<file path="src/hdl/tlfs_pkg.sv">
package tlfs_pkg;

	localparam int ID_W    = 4;
	localparam int LEN_W   = 16;
	localparam int TIME_W  = 32;
	localparam int LEVELS  = 3;
	localparam logic [1:0] LAST_LEVEL = 2'd2;

	// configuration register indexes
	localparam logic CFG_QUANTUM0 = 1'b0;
	localparam logic CFG_QUANTUM1 = 1'b1;

	// input kinds carried on tuser
	localparam logic FUNC_READY = 1'b0;
	localparam logic FUNC_TICK  = 1'b1;

	typedef enum logic [4:0] {
		ST_IDLE = 5'b00001,
		ST_CHK  = 5'b00010,
		ST_SEL  = 5'b00100,
		ST_HEAD = 5'b01000,
		ST_RUN  = 5'b10000
	} state_t;

	typedef struct packed {
		logic ready_wr;
		logic tick_start;
		logic chk;
		logic sel;
		logic head;
		logic run;
	} cmd_t;

	typedef struct packed {
		logic out_valid;
	} status_t;

	// per-process record
	typedef struct packed {
		logic [LEN_W-1:0] burst;
		logic [LEN_W-1:0] quant;
		logic [1:0]       lvl;
	} proc_rec_t;

endpackage

</file>
<file path="src/hdl/tlfs_ctrl.sv">
module tlfs_ctrl import tlfs_pkg::*; (
	input  logic    clk,
	input  logic    arst_n,
	input  logic    s_tvalid,
	input  logic    s_tuser,
	output logic    s_tready,
	input  logic    m_tready,
	input  status_t stat,
	output cmd_t    cmd
);

	state_t state_q, state_d;
	logic   accept;

	assign s_tready = (state_q == ST_IDLE);
	assign accept   = s_tvalid && s_tready;

	// commands to the datapath
	always_comb begin
		cmd            = '0;
		cmd.ready_wr   = accept && (s_tuser == FUNC_READY);
		cmd.tick_start = accept && (s_tuser == FUNC_TICK);
		cmd.chk        = (state_q == ST_CHK);
		cmd.sel        = (state_q == ST_SEL);
		cmd.head       = (state_q == ST_HEAD);
		cmd.run        = (state_q == ST_RUN) && (!stat.out_valid || m_tready);
	end

	// sequencer for one tick request
	always_comb begin
		state_d = state_q;
		case (state_q)
			ST_IDLE: if (cmd.tick_start) state_d = ST_CHK;
			ST_CHK:  state_d = ST_SEL;
			ST_SEL:  state_d = ST_HEAD;
			ST_HEAD: state_d = ST_RUN;
			ST_RUN:  if (cmd.run) state_d = ST_IDLE;
			default: state_d = ST_IDLE;
		endcase
	end

	always_ff @(posedge clk or negedge arst_n) begin
		if (!arst_n) begin
			state_q <= ST_IDLE;
		end else begin
			state_q <= state_d;
		end
	end

	a_chk_to_sel: assert property (@(posedge clk) disable iff (!arst_n)
		state_q == ST_CHK |=> state_q == ST_SEL)
		else $error("check step not followed by level select");
	a_run_free: assert property (@(posedge clk) disable iff (!arst_n)
		cmd.run |-> (!stat.out_valid || m_tready))
		else $error("result written over a pending one");
	a_busy_no_req: assert property (@(posedge clk) disable iff (!arst_n)
		state_q != ST_IDLE |-> !cmd.ready_wr && !cmd.tick_start)
		else $error("request taken while a tick is in progress");

endmodule

</file>
<file path="src/hdl/tlfs_dp.sv">
module tlfs_dp import tlfs_pkg::*; #(
	parameter int NUM_PROCS = 16
) (
	input  logic        clk,
	input  logic        arst_n,
	input  cmd_t        cmd,
	output status_t     stat,
	input  logic [23:0] s_tdata,
	input  logic        cfg_valid,
	input  logic        cfg_index,
	input  logic [15:0] cfg_data,
	input  logic        m_tready,
	output logic        m_tvalid,
	output logic [63:0] m_tdata
);

	localparam int PW = (NUM_PROCS > 1) ? $clog2(NUM_PROCS) : 1;
	localparam int CW = $clog2(NUM_PROCS + 1);
	localparam int QD = LEVELS * NUM_PROCS;
	localparam int AW = $clog2(QD);

	logic [ID_W-1:0]  in_pid;
	logic [LEN_W-1:0] in_blen;
	assign in_pid  = s_tdata[3:0];
	assign in_blen = s_tdata[19:4];

	logic [LEN_W-1:0] q0_q, q1_q;
	logic [NUM_PROCS-1:0] queued_q;
	logic [PW-1:0]    head_q  [LEVELS];
	logic [CW-1:0]    count_q [LEVELS];
	logic [ID_W-1:0]  cur_q;
	logic             busy_q;
	logic [LEN_W-1:0] sticks_q;
	logic [TIME_W-1:0] sbegin_q, tick_q;
	logic [1:0]       sel_lvl_q;
	logic             sel_any_q, disp_q;
	logic             rep_v_q, rep_idle_q, rep_done_q;
	logic [ID_W-1:0]  rep_id_q;
	logic [TIME_W-1:0] rep_start_q;
	logic [LEN_W-1:0] rep_len_q;
	logic             m_tvalid_q;
	logic [63:0]      m_tdata_q;

	logic [ID_W-1:0] qmem [QD];
	logic [ID_W-1:0] qrd_q;
	proc_rec_t       pmem [NUM_PROCS];
	proc_rec_t       prd_q;

	function automatic logic [LEN_W-1:0] lvl_quantum(input logic [1:0] l,
		input logic [LEN_W-1:0] a, input logic [LEN_W-1:0] b);
		logic [LEN_W-1:0] q;
		q = '0;
		if (l == 2'd0) q = (a != '0) ? a : LEN_W'(1);
		else if (l == 2'd1) q = (b != '0) ? b : LEN_W'(1);
		return q;
	endfunction

	function automatic logic [PW-1:0] wrap(input logic [PW:0] v);
		logic [PW:0] r;
		r = (v >= (PW+1)'(NUM_PROCS)) ? v - (PW+1)'(NUM_PROCS) : v;
		return r[PW-1:0];
	endfunction

	function automatic logic [AW-1:0] qaddr(input logic [1:0] l, input logic [PW-1:0] s);
		return AW'(32'(l) * NUM_PROCS) + AW'(s);
	endfunction

	// ready request
	logic pid_ok, rdy_push;
	assign pid_ok   = 32'(in_pid) < NUM_PROCS;
	assign rdy_push = cmd.ready_wr && pid_ok && !queued_q[PW'(in_pid)]
		&& (count_q[0] < CW'(NUM_PROCS));

	// check step: burst done or quantum expiry of the running process
	logic [1:0] chk_lvl;
	logic       chk_done, chk_move;
	assign chk_lvl  = (prd_q.lvl > LAST_LEVEL) ? LAST_LEVEL : prd_q.lvl;
	assign chk_done = cmd.chk && busy_q && (prd_q.burst == '0);
	assign chk_move = cmd.chk && busy_q && (prd_q.burst != '0)
		&& (chk_lvl < LAST_LEVEL) && (prd_q.quant == '0);

	// select the highest non-empty level
	logic [1:0] sel_lvl;
	logic       sel_any;
	always_comb begin
		sel_any = 1'b1;
		if (count_q[0] != '0) sel_lvl = 2'd0;
		else if (count_q[1] != '0) sel_lvl = 2'd1;
		else begin
			sel_lvl = 2'd2;
			sel_any = (count_q[2] != '0);
		end
	end

	// head step: dispatch decision
	logic disp;
	assign disp = cmd.head && sel_any_q && (!busy_q || qrd_q != cur_q);

	// run step: quantum load and one tick of work
	logic [LEN_W-1:0] run_q, run_nq, run_nb;
	always_comb begin
		run_q = prd_q.quant;
		if (disp_q && sel_lvl_q < LAST_LEVEL && prd_q.quant == '0)
			run_q = lvl_quantum(sel_lvl_q, q0_q, q1_q);
		run_nb = (prd_q.burst != '0) ? prd_q.burst - 1'b1 : prd_q.burst;
		run_nq = (prd_q.lvl < LAST_LEVEL && run_q != '0) ? run_q - 1'b1 : run_q;
	end

	// queue memory write port
	logic            qwe;
	logic [AW-1:0]   qwaddr;
	logic [ID_W-1:0] qwdata;
	logic [1:0]      nxt_lvl;
	logic [PW-1:0]   nxt_tail;
	always_comb begin
		nxt_lvl  = chk_lvl + 2'd1;
		nxt_tail = wrap((PW+1)'(head_q[nxt_lvl]) + (PW+1)'(count_q[nxt_lvl]));
		qwe    = rdy_push || chk_move;
		qwaddr = chk_move ? qaddr(nxt_lvl, nxt_tail)
			: qaddr(2'd0, wrap((PW+1)'(head_q[0]) + (PW+1)'(count_q[0])));
		qwdata = chk_move ? cur_q : in_pid;
	end

	// process memory ports
	logic          pwe;
	logic [PW-1:0] pwaddr, praddr;
	proc_rec_t     pwdata;
	always_comb begin
		pwe    = rdy_push || chk_move || (cmd.run && busy_q);
		pwaddr = rdy_push ? PW'(in_pid) : PW'(cur_q);
		if (rdy_push) begin
			pwdata.burst = (in_blen != '0) ? in_blen : LEN_W'(1);
			pwdata.quant = '0;
			pwdata.lvl   = 2'd0;
		end else if (chk_move) begin
			pwdata.burst = prd_q.burst;
			pwdata.quant = lvl_quantum(nxt_lvl, q0_q, q1_q);
			pwdata.lvl   = nxt_lvl;
		end else begin
			pwdata.burst = run_nb;
			pwdata.quant = run_nq;
			pwdata.lvl   = prd_q.lvl;
		end
		praddr = (cmd.head && disp) ? PW'(qrd_q) : PW'(cur_q);
	end

	always_ff @(posedge clk) begin
		if (qwe) qmem[qwaddr] <= qwdata;
		if (cmd.sel) qrd_q <= qmem[qaddr(sel_lvl, head_q[sel_lvl])];
	end

	always_ff @(posedge clk) begin
		if (pwe) pmem[pwaddr] <= pwdata;
		if (cmd.tick_start || cmd.head) prd_q <= pmem[praddr];
	end

	// scheduler state
	always_ff @(posedge clk or negedge arst_n) begin
		if (!arst_n) begin
			q0_q       <= LEN_W'(4);
			q1_q       <= LEN_W'(8);
			queued_q   <= '0;
			for (int i = 0; i < LEVELS; i++) begin
				head_q[i]  <= '0;
				count_q[i] <= '0;
			end
			cur_q      <= '0;
			busy_q     <= 1'b0;
			sticks_q   <= '0;
			sbegin_q   <= '0;
			tick_q     <= '0;
			sel_lvl_q  <= '0;
			sel_any_q  <= 1'b0;
			disp_q     <= 1'b0;
			rep_v_q    <= 1'b0;
			rep_idle_q <= 1'b0;
			rep_done_q <= 1'b0;
			rep_id_q   <= '0;
			rep_start_q <= '0;
			rep_len_q  <= '0;
			m_tvalid_q <= 1'b0;
		end else begin
			if (cfg_valid) begin
				if (cfg_index == CFG_QUANTUM0) q0_q <= cfg_data;
				if (cfg_index == CFG_QUANTUM1) q1_q <= cfg_data;
			end
			if (rdy_push) begin
				queued_q[PW'(in_pid)] <= 1'b1;
				count_q[0] <= count_q[0] + 1'b1;
			end
			if (cmd.tick_start) begin
				rep_v_q    <= 1'b0;
				rep_idle_q <= 1'b0;
				rep_done_q <= 1'b0;
				rep_id_q   <= '0;
				rep_start_q <= '0;
				rep_len_q  <= '0;
			end
			// running process always sits at the head of its level
			if (chk_done || chk_move) begin
				head_q[chk_lvl]  <= wrap((PW+1)'(head_q[chk_lvl]) + (PW+1)'(1));
				count_q[chk_lvl] <= count_q[chk_lvl] - 1'b1;
			end
			if (chk_move) count_q[nxt_lvl] <= count_q[nxt_lvl] + 1'b1;
			if (chk_done) begin
				queued_q[PW'(cur_q)] <= 1'b0;
				rep_v_q     <= 1'b1;
				rep_id_q    <= cur_q;
				rep_start_q <= sbegin_q;
				rep_len_q   <= sticks_q;
				rep_done_q  <= 1'b1;
				busy_q      <= 1'b0;
				sbegin_q    <= tick_q;
				sticks_q    <= '0;
			end
			if (cmd.sel) begin
				sel_lvl_q <= sel_lvl;
				sel_any_q <= sel_any;
			end
			if (cmd.head) disp_q <= disp;
			if (disp) begin
				if (sticks_q != '0) begin
					rep_v_q     <= 1'b1;
					rep_idle_q  <= !busy_q;
					rep_id_q    <= busy_q ? cur_q : '0;
					rep_start_q <= sbegin_q;
					rep_len_q   <= sticks_q;
					rep_done_q  <= 1'b0;
				end
				cur_q    <= qrd_q;
				busy_q   <= 1'b1;
				sbegin_q <= tick_q;
				sticks_q <= '0;
			end
			if (cmd.run) begin
				if (sticks_q != '1) sticks_q <= sticks_q + 1'b1;
				tick_q     <= tick_q + 1'b1;
				m_tvalid_q <= 1'b1;
			end else if (m_tready) begin
				m_tvalid_q <= 1'b0;
			end
		end
	end

	// result register
	always_ff @(posedge clk) begin
		if (cmd.run) begin
			m_tdata_q <= {4'b0, rep_done_q, rep_len_q, rep_start_q, rep_id_q,
				rep_idle_q, rep_v_q, busy_q, busy_q ? cur_q : 4'b0};
		end
	end

	assign m_tvalid       = m_tvalid_q;
	assign m_tdata        = m_tdata_q;
	assign stat.out_valid = m_tvalid_q;

	a_counts: assert property (@(posedge clk) disable iff (!arst_n)
		32'(count_q[0]) + 32'(count_q[1]) + 32'(count_q[2]) <= NUM_PROCS)
		else $error("queue occupancy exceeds process count");
	a_busy_queued: assert property (@(posedge clk) disable iff (!arst_n)
		busy_q |-> queued_q[PW'(cur_q)])
		else $error("running process not held in a queue");
	a_out_rise: assert property (@(posedge clk) disable iff (!arst_n)
		$rose(m_tvalid_q) |-> $past(cmd.run))
		else $error("result raised without a run step");

endmodule

</file>
<file path="src/hdl/three_level_feedback_scheduler_top.sv">
// Channel | Direction | Handshake                 | Payload
// s_      | in        | s_tvalid / s_tready       | s_tdata, s_tuser (kind)
// m_      | out       | m_tvalid / m_tready       | m_tdata (one result per tick)
// cfg_    | in        | cfg_valid / cfg_ready     | cfg_index, cfg_data
//
// A ready request is handled in the cycle it is accepted. A tick request goes
// through accept, check, level select, head read and run, set by the single
// read port of the queue memory and the per-process memory; a result not yet
// taken holds the run step. Reset is asynchronous and clears all queues at
// once; no clearing pass. Configuration writes are accepted in every cycle.
module three_level_feedback_scheduler_top import tlfs_pkg::*; #(
	parameter int NUM_PROCS = 16
) (
	input  logic        clk,
	input  logic        arst_n,
	input  logic        s_tvalid,
	output logic        s_tready,
	input  logic [23:0] s_tdata,   // proc_id[3:0], burst_len[19:4]
	input  logic        s_tuser,   // func
	output logic        m_tvalid,
	input  logic        m_tready,
	// running_id[3:0], running_valid[4], slice_valid[5], slice_idle[6],
	// slice_id[10:7], slice_start[42:11], slice_length[58:43], burst_done[59]
	output logic [63:0] m_tdata,
	input  logic        cfg_valid,
	output logic        cfg_ready,
	input  logic        cfg_index,
	input  logic [15:0] cfg_data
);

	cmd_t    cmd;
	status_t stat;

	assign cfg_ready = 1'b1;

	tlfs_ctrl u_ctrl (
		.clk      (clk),
		.arst_n   (arst_n),
		.s_tvalid (s_tvalid),
		.s_tuser  (s_tuser),
		.s_tready (s_tready),
		.m_tready (m_tready),
		.stat     (stat),
		.cmd      (cmd)
	);

	tlfs_dp #(.NUM_PROCS(NUM_PROCS)) u_dp (
		.clk       (clk),
		.arst_n    (arst_n),
		.cmd       (cmd),
		.stat      (stat),
		.s_tdata   (s_tdata),
		.cfg_valid (cfg_valid),
		.cfg_index (cfg_index),
		.cfg_data  (cfg_data),
		.m_tready  (m_tready),
		.m_tvalid  (m_tvalid),
		.m_tdata   (m_tdata)
	);

endmodule
</file>
<file path="config.mk">
export PLATFORM = sky130hd
export DESIGN_NAME = three_level_feedback_scheduler_top
export DESIGN_NICKNAME = d
export VERILOG_FILES = /design/src/hdl/tlfs_pkg.sv /design/src/hdl/tlfs_ctrl.sv /design/src/hdl/tlfs_dp.sv /design/src/hdl/three_level_feedback_scheduler_top.sv
export SDC_FILE = /design/constraint.sdc
export NUM_CORES = 2
export LEC_CHECK = 0
export BUFFER_PORTS_ARGS = -buffer_cell sky130_fd_sc_hd__buf_2
export CAP_MARGIN = 20
export CORE_MARGIN = 2
export CORE_UTILIZATION = 62
export CTS_CLUSTER_SIZE = 20
export DETAILED_ROUTE_END_ITERATION = 8
export PLACE_DENSITY = 0.76
export SLEW_MARGIN = 15
export SYNTH_ARGS = -nofsm -noshare
export SYNTH_HDL_FRONTEND = slang
export SYNTH_SLANG_ARGS = --single-unit
</file>
<file path="constraint.sdc">
create_clock -name clk -period 6.3 [get_ports clk]
set_clock_uncertainty 0.15 [all_clocks]
set_input_delay 1.26 -clock clk [delete_from_list [all_inputs] [get_ports clk]]
set_output_delay 1.26 -clock clk [all_outputs]
set_load 0.02 [all_outputs]
</file>
==> impl_metrics.py <==
metrics = {
    "critical_path": {
        "crit_buf_inv": 2,
        "crit_path_top_delay_cell": "sky130_fd_sc_hd__a31oi_4",
        "cp.arrival_ps": 5120,
        "start_kind": "flop",
        "worst-setup-path-type": "reg -> reg",
        "cp_top_family": "compound AO/OA/AOI/OAI gates",
        "timing.critical_path.required_ps": 6670,
        "critical_path_peak_fanout": 32,
        "setup.worst_path.end_class": "flop",
        "timing.critical_path.cells": "inv_1 > ha_1 > nor4b_2 > nor2_1 > a31oi_4 > buf_4 > a2111oi_1 > a311oi_1 > a32oi_1 > a2111oi_0 > or4_1",
        "critical_path.max_stage_delay_ps": 770,
    },
    "timing": {
        "max_slew_margin": 0.245,
        "timing_worst_slew_pin_value_ps": 1130,
        "final-setup-viol-count": 0,
        "grt_setup_unrepaired": "false",
        "fmax_ghz": 0.210,
        "period_share": 0.754,
        "maxSlewViolCount": 0,
        "finalHoldViolCount": 0,
        "final.min_clock_period_ps": 4750,
        "final.setup.tns_ps": 0,
    },
    "clocking": {
        "post_cts_buffers": 0,
        "clock_root_cell": "sky130_fd_sc_hd__clkbuf_16",
        "cts-root-to-sink-buffers": 3,
        "cts.repair.resized": 0,
        "cts-hold-fix-buffers": 0,
        "clock_sink_count": 1059,
        "cts_max_level": 3,
        "tritoncts": "done",
        "clk-insertion-delay-late_ps": 660,
        "numCtsBuffers": 102,
        "cts.clk_slew.worst_paths_ps": 70,
    },
    "synthesis": {
        "post_synthesis_cell_type_count": 91,
        "yosys-top-cells-area": "sky130_fd_sc_hd__edfxtp_1, sky130_fd_sc_hd__dfrtp_1, sky130_fd_sc_hd__mux4_2",
        "syn_avg_cell_area_um2": 14.5,
        "cell_area_after_technology_mapping_um2": 43900,
        "ys_ff_latch": 1059,
        "post-synth-top-area-fraction": 0.571,
        "top_flip_flop_cell_by_instance_count_after_synthesis": "sky130_fd_sc_hd__edfxtp_1",
        "count_of_flip_flops_with_a_built_in_enable_after_synthesis": 834,
        "synthArstFlopShare": 0.212,
        "synthCells": 3029,
        "synth_area_leader": "sky130_fd_sc_hd__edfxtp_1",
        "synth.yosys.seq_area_share": 0.700,
        "synth_warnings": 0,
    },
    "floorplan": {
        "die_h_um": 270,
        "standard_cell_rows": 97,
        "core_um2": 70000,
        "floorplan.initialDensity": 0.626,
        "die_area_um2": 72900,
        "io_pins": 114,
        "floorplan.die.width_um": 270,
    },
    "drt": {
        "drtIter0Drc": 2826,
        "routed_wl_um": 102000,
        "drt-wirelength-per-cell_um": 24.3,
        "drcViolationCount": 0,
        "dr_total_vias": 26500,
        "router_iterations_before_antenna_repair": 6,
        "drt-vias-per-instance": 6.33,
        "drt.antenna.violating_nets": 0,
    },
    "layout": {
        "mostFrequentLayoutCells": "sky130_fd_sc_hd__edfxtp_1, sky130_fd_sc_hd__nand2_1, sky130_fd_sc_hd__dfrtp_1, sky130_fd_sc_hd__mux4_2, sky130_fd_sc_hd__o21ai_0",
        "mostFrequentLayoutCell": "sky130_fd_sc_hd__edfxtp_1",
        "layout.filler_cells": 4530,
        "final_core_util": 0.700,
        "layout-area-overhead-vs-synth_pct": 11.8,
        "finish.instance_area_um2": 49000,
        "nNetsFinal": 3216,
        "finalNonFillerCells": 4178,
        "post_route_cells_drive_above_1_share": 0.180,
    },
    "global_routing": {
        "grt_start_max_net_pins": 128,
        "grt_pass1_vias": 26700,
        "wire_length_of_the_first_global_routing_pass_um": 157000,
        "grt.total_usage": 0.281,
        "grt_antenna_before_repair": 1,
        "grt-ovfl-total": 0,
    },
    "run": {
        "cap_violations": 0,
    },
    "placement": {
        "detailedPlacementHpwl_um": 60500,
        "placement.io_buffers": 104,
        "place_congestion": 0.900,
        "detailed_place.area_um2": 45600,
        "placedCellCount": 3986,
    },
    "power_and_ir_drop": {
        "power.total_w": 0.0168,
        "power.ir.vdd_worst_v": 0.000259,
        "power_leakage_nw": 17.7,
        "power_density_relative_to_cell_area_nw_per_um2": 342,
    },
    "min_path": {
        "min_path_type": "reg -> reg",
    },
    "run_status": {
        "outcome": "complete, no violations",
    },
}
==> sequential cells by signal, summed over array words and instances (netlist names), 32 cells and up <==
| signal | count |
|---|---|
| u_dp.sbegin_q | 32 |
| u_dp.m_tdata | 60 |
| u_dp.tick_q | 32 |
| u_dp.rep_start_q | 32 |
| u_dp.qmem | 192 |
| u_dp.pmem | 544 |
| u_dp.prd_q | 34 |
==> power breakdown <==
part           internal (W)  switching (W)  total, W
clock network       0.00358        0.00261   0.00620
logic              0.000782        0.00158   0.00236
registers           0.00799       0.000214   0.00820
==> cell usage after synthesis (9+ instances only) <==
master / n
sky130_fd_sc_hd__clkbuf_8: 10
sky130_fd_sc_hd__a31oi_1: 54
sky130_fd_sc_hd__nand4_1: 13
sky130_fd_sc_hd__nand2b_1: 10
sky130_fd_sc_hd__or3_1: 12
sky130_fd_sc_hd__mux2i_1: 60
sky130_fd_sc_hd__o211ai_1: 13
sky130_fd_sc_hd__buf_1: 12
sky130_fd_sc_hd__dfrtp_1: 222
sky130_fd_sc_hd__xnor2_1: 43
sky130_fd_sc_hd__nor4_1: 26
sky130_fd_sc_hd__mux4_2: 140
sky130_fd_sc_hd__xor2_1: 35
sky130_fd_sc_hd__buf_2: 26
sky130_fd_sc_hd__inv_1: 27
sky130_fd_sc_hd__or4_1: 13
sky130_fd_sc_hd__o21ai_0: 129
sky130_fd_sc_hd__a21oi_1: 93
sky130_fd_sc_hd__ha_1: 15
sky130_fd_sc_hd__mux2_2: 47
sky130_fd_sc_hd__nor2_1: 142
sky130_fd_sc_hd__and2_1: 11
sky130_fd_sc_hd__nand3_1: 75
sky130_fd_sc_hd__nor2b_1: 9
sky130_fd_sc_hd__buf_4: 12
sky130_fd_sc_hd__edfxtp_1: 834
sky130_fd_sc_hd__nor3_1: 24
sky130_fd_sc_hd__clkbuf_1: 96
sky130_fd_sc_hd__and3_1: 49
sky130_fd_sc_hd__nand2_1: 623
==> worst paths after layout <==
kind | start | end | slack (ps) | cells past startpoint
setup / recovery | u_dp.count_q[11] | u_dp.qrd_q[3] | 1550 | 11
hold / removal | u_dp.rep_len_q[15] | u_dp.m_tdata[58] | 290 | 0
setup reg to reg | u_dp.count_q[11] | u_dp.qrd_q[3] | 1550 | 11
hold reg to reg | u_dp.rep_len_q[15] | u_dp.m_tdata[58] | 290 | 0
max in group asynchronous | arst_n | u_dp.queued_q[0] | 4140 | 2
min in group asynchronous | arst_n | u_dp.rep_start_q[20] | 520 | 1
==> cell type report <==
type                            count  area (µm²)  share of cell area
Tap cell                          940        1180              0.0240
Inverter                           29         109             0.00222
Clock inverter                     63         664              0.0136
Multi-Input combinational cell   1781       12500               0.254
Sequential cell                  1059       30700               0.626
Clock buffer                      126        2730              0.0558
Antenna cell                        1        2.50           0.0000511
Timing Repair Buffer              179        1180              0.0241
==> per-stage QoR <==
step	hold slack, ps	setup WS [ps]
after floorplan	273	901
after global placement	281	1110
after detailed placement	281	1080
after CTS	295	1420
after global routing	311	1270
final	294	1550
==> kinds of logic after synthesis <==
| kind of cell | synth area share |
|---|---|
| flip-flops | 0.700 |
| other | 0.000171 |
| XOR/XNOR | 0.0156 |
| adder cells (fa/ha/maj) | 0.00519 |
| buffers and inverters | 0.0216 |
| AO/OA/AOI/OAI | 0.0547 |
| AND/OR/NAND/NOR | 0.106 |
| multiplexers | 0.0977 |
==> metal layers <==
layer	wire, µm	part of all wire	global-route usage	vias to the layer above
met2	51200	0.50	0.470	1237
li1	-	-	-	11600
met1	39600	0.39	0.385	13400
met4	2820	0.028	0.0927	0
met5	0	0	0	-
met3	7890	0.078	0.0396	203
Note: power is estimated with default switching activity, not from simulation.
